$ cat config.mk
export PLATFORM = sky130hd
export DESIGN_NAME = dfiir_cell
export DESIGN_NICKNAME = d
export VERILOG_FILES = /design/src/rtl/core/dfiir_pkg.sv /design/src/rtl/core/dfiir_cell.sv
export SDC_FILE = /design/constraint.sdc
export NUM_CORES = 2
export LEC_CHECK = 0
export BUFFER_PORTS_ARGS = -buffer_cell sky130_fd_sc_hd__buf_2
export CAP_MARGIN = 20
export CORE_UTILIZATION = 30
export DETAILED_ROUTE_END_ITERATION = 8
export HOLD_SLACK_MARGIN = 0.05
export SYNTH_ARGS = -nofsm -noshare
export SYNTH_HDL_FRONTEND = slang
export SYNTH_SLANG_ARGS = --single-unit
$ cat constraint.sdc
create_clock -name clk -period 13.7 [get_ports clk]
set_clock_uncertainty 0.05 [all_clocks]
set_input_delay 1.37 -clock clk [delete_from_list [all_inputs] [get_ports clk]]
set_output_delay 1.37 -clock clk [all_outputs]
set_load 0.03 [all_outputs]
$ cat src/rtl/core/dfiir_pkg.sv
// Shared types and constants for the direct-form I IIR filter.
// Used by the tap cell, the top level and the port checker; depends on nothing.
package dfiir_pkg;

  localparam int SAMPLE_W  = 24;
  localparam int COEF_W    = 32;
  localparam int FRAC_W    = 28;
  localparam int MAX_ORDER = 3;
  localparam int PROD_W    = SAMPLE_W + COEF_W;
  // Seven products of 56 bits each fit well inside 60 bits.
  localparam int ACC_W     = 60;
  localparam int QUOT_W    = ACC_W - FRAC_W;
  localparam int REG_IDX_W = 3;

  typedef logic signed [SAMPLE_W-1:0] sample_t;
  typedef logic signed [COEF_W-1:0]   coef_t;
  typedef logic signed [PROD_W-1:0]   prod_t;
  typedef logic signed [ACC_W-1:0]    acc_t;
  typedef logic signed [QUOT_W-1:0]   quot_t;

  localparam sample_t SAMPLE_MAX = 24'sh7F_FFFF;
  localparam sample_t SAMPLE_MIN = 24'sh80_0000;
  localparam quot_t   QUOT_MAX   = quot_t'(SAMPLE_MAX);
  localparam quot_t   QUOT_MIN   = quot_t'(SAMPLE_MIN);
  localparam acc_t    ROUND_HALF = acc_t'(1) <<< (FRAC_W - 1);

  localparam coef_t   FF_COEF_0_RESET = 32'sh1000_0000;

  typedef enum logic [REG_IDX_W-1:0] {
    REG_FF_COEF_0 = 3'd0,
    REG_FF_COEF_1 = 3'd1,
    REG_FF_COEF_2 = 3'd2,
    REG_FF_COEF_3 = 3'd3,
    REG_FB_COEF_1 = 3'd4,
    REG_FB_COEF_2 = 3'd5,
    REG_FB_COEF_3 = 3'd6
  } reg_idx_t;

  typedef struct packed {
    sample_t sample_in;
    logic    trace_start;
  } sample_item_t;

  typedef struct packed {
    sample_t sample_out;
    logic    clipped;
  } result_item_t;

  // What travels down the row of cells with one transaction: the partial sum,
  // the input taps it still needs and whether it restarts the history.
  typedef struct packed {
    logic                     trace;
    acc_t                     sum;
    sample_t [MAX_ORDER:0]    taps;
  } stage_t;

endpackage

$ cat src/rtl/core/dfiir_cell.sv
// One tap cell of the filter: a pipeline register and a multiply-accumulate.
// Depends on dfiir_pkg for the stage record and the sample and coefficient types.
module dfiir_cell (
  input  logic              clk,
  input  logic              rst,
  input  logic              load,
  input  logic              valid_in,
  input  dfiir_pkg::stage_t stage_in,
  input  dfiir_pkg::coef_t  ff_coef,
  input  dfiir_pkg::sample_t ff_sample,
  input  dfiir_pkg::coef_t  fb_coef,
  input  dfiir_pkg::sample_t fb_sample,
  output logic              valid,
  output dfiir_pkg::stage_t stage,
  output dfiir_pkg::stage_t stage_out
);

  dfiir_pkg::prod_t prod_ff;
  dfiir_pkg::prod_t prod_fb;

  always_ff @(posedge clk) begin
    if (rst) begin
      valid <= 1'b0;
    end else if (load) begin
      valid <= valid_in;
    end
  end

  always_ff @(posedge clk) begin
    if (load) begin
      stage <= stage_in;
    end
  end

  always_comb begin
    prod_ff   = dfiir_pkg::prod_t'(ff_coef) * dfiir_pkg::prod_t'(ff_sample);
    prod_fb   = dfiir_pkg::prod_t'(fb_coef) * dfiir_pkg::prod_t'(fb_sample);
    stage_out = stage;
    stage_out.sum = stage.sum + dfiir_pkg::acc_t'(prod_ff) - dfiir_pkg::acc_t'(prod_fb);
  end

endmodule

==> flow_summary.ini <==
[die]
core_um2 = 212000
fp.dieH_um = 464
pin_count = 588
die_w_um = 464
start_util = 0.302
rows = 169
die-area_um2 = 215000

[routing]
drt.antenna.violating_nets = 0
wl_per_cell_um = 19.9
highest-signal-layer = met5
drcViolationCount = 56
wl_met2_um = 86900
drt-met1-wl_um = 87300
vias_per_cell = 4.47
first_pass_iters = 7
vias = 43000
wl_met3_um = 13800
drt_first_iter_violations = 2869
drt_wl_total_um = 192000

[hold_path]
min_path_type = flop to flop
min_path_cells = 2
min_from = valid
hold-path-endpoint = valid

[yosys]
netlist_area_um2 = 64000
synthSimpleGateAreaFrac = 0.130
yosysSeqAreaShare = 0.0739
synthTopCellsByArea = fa_1 (57%), inv_1 (11%), edfxtp_1 (7.4%)
syn_inst = 6524
synthArstFlopShare = 0
synth.area.mux_share = 0.000332
synth_cell_types = 61
synthesis.nets = 8908
synth_xor_area_frac = 0.00944
ys_top_cells_by_count = inv_1 (1939), fa_1 (1820), nand2_1 (803)
yosysTopAreaCell = fa_1
yosysMostFrequentCell = inv_1
synthFlopType = edfxtp_1
synth_edf_count = 157
ys_warn_count = 0
yosys.area.top_type_share = 0.569
synth_fa_ha_area_frac = 0.626
avgSynthCellArea_um2 = 9.82
synth_top_family_by_area = adder cells
synth_compound_area_frac = 0.0184
synth_seq_cells = 158

[placed_design]
dpl.hpwl_um = 172000
io_buffers = 587
dpl_cell_area_um2 = 68900
place.gp.congestion = 0.921

[run_status]
violations = DRC
status = complete, but fails checks

[sta]
hold_ws_ns = 0.460
slew_viol_final = 0
clock.fmax_mhz = 79.0
setup_viol = 0
max-slew-margin-rel = 0.280
max_slew.worst_pin.slew_ns = 1.08
period_minus_slack_ns = 12.66
rsz0062_at_grt = no
hold_violations = 0
post-route-period-util = 0.924
tns_ns = 0

[cts]
cts_buffers = 17
clock-sinks = 158
clk_pin_slew_ns = 0.08
postCtsHoldBufs = 0
cts_tree = done
cts_buffer_depth = 2
cts_resized = 0
root_buffer = clkbuf_16
post_cts_buffers = 0
insertion_delay_ns = 0.48
htreeDepth = 4

[global_route]
antenna_found_initial = 48
grt_pass1_vias = 47500
grt_pass1_wl_um = 300000
grt.overflow.total = 0
grt_max_degree = 67
grt_usage = 0.184

[layout]
final_area_um2 = 69600
area_growth_pct = 8.71
fillers = 21800
fin_util = 0.328
final_layout_size_suffix_gt1_frac = 0.0971
regArea_um2 = 4730
final_nets = 9158
multi_input_area_um2 = 50200

[worst_setup_path]
required_ns = 12.28
reg2reg_depth = 2
rr_startpoint = valid
crit_arrival_ns = 11.24
cp-end-kind = output pin
startpoint = ff_sample[0]
critPathKind = primary input to output pin
worst_setup_path_start_kind = primary input
worstPathMaxFanout = 32
r2r_slack_ns = 13.04
rr_endpoint = valid

[flow_run]
cap_violations = 0
==> sequential cells by signal, indices dropped and copies added, names as in the netlist <==
name   flops
stage    157
valid      1
==> layer usage <==
layer | track usage | up-vias
met5 | 0 | -
met4 | 0.0327 | 34
met3 | 0.0307 | 159
met2 | 0.290 | 1441
met1 | 0.267 | 22800
li1 | - | 18600
==> worst max path at each step <==
stage	slack [ns]	endpoint
6_report	1.04	stage_out[149]
5_1_grt	0.69	stage_out[149]
4_1_cts	0.94	stage_out[149]
3_5_place_dp	0.96	stage_out[149]
3_3_place_gp	0.68	stage_out[149]
2_1_floorplan	2.59	stage_out[153]
==> final cells by class <==
class,instances,area share
timing repair buffer,616,0.0457
sequential,158,0.0680
tap,2821,0.0507
antenna,27,0.000970
clock buffer,18,0.00616
inverter,1939,0.105
multi-input combinational,4042,0.721
clock inverter,14,0.00246
==> through the flow <==
step	cells	setup slack, ns
global placement	9575	0.678
detailed placement	9575	0.959
floorplan	6524	2.59
CTS	9607	0.945
global route	9615	0.689
finish	9635	1.04
==> critical path: stages <==
cell,delay [ns]
buf_2,0.32
nand2_1,0.22
inv_1,0.11
fa_1,0.75
fa_1,0.96
inv_1,0.46
fa_1,0.57
fa_1,0.51
inv_1,0.06
fa_1,0.51
fa_1,0.58
fa_1,0.43
fa_1,0.50
inv_1,0.05
fa_1,0.48
inv_1,0.05
ha_1,0.39
and3_1,0.25
and3_1,0.51
nand2_1,0.16
o31ai_2,0.78
nor4b_2,0.21
o31a_1,0.38
o21bai_1,0.17
xor2_1,0.18
buf_2,0.22
==> cells by family (layout without fill, tap and decap cells) <==
family | after synthesis | count (layout)
buf+inv | 2324 | 2587
mux | 2 | 2
other cells | 1 | 28
fa+ha+maj | 2111 | 2111
compound gates | 184 | 184
flops | 158 | 158
xor+xnor | 69 | 69
simple gates | 1675 | 1675
==> layout by cell type (no fill, tap or decap), types with 50 or more instances in the layout <==
cell type  netlist  layout
buf_2            0     586
and2_1         712     712
edfxtp_1       157     157
xnor2_1         50      50
inv_1         1939    1939
nor2_1          53      53
nand2_1        803     803
fa_1          1820    1820
ha_1           291     291
a21oi_1         59      59
Power is not shown: default switching activity piles up to over one toggle a cycle in this logic, so the estimate is an artifact.
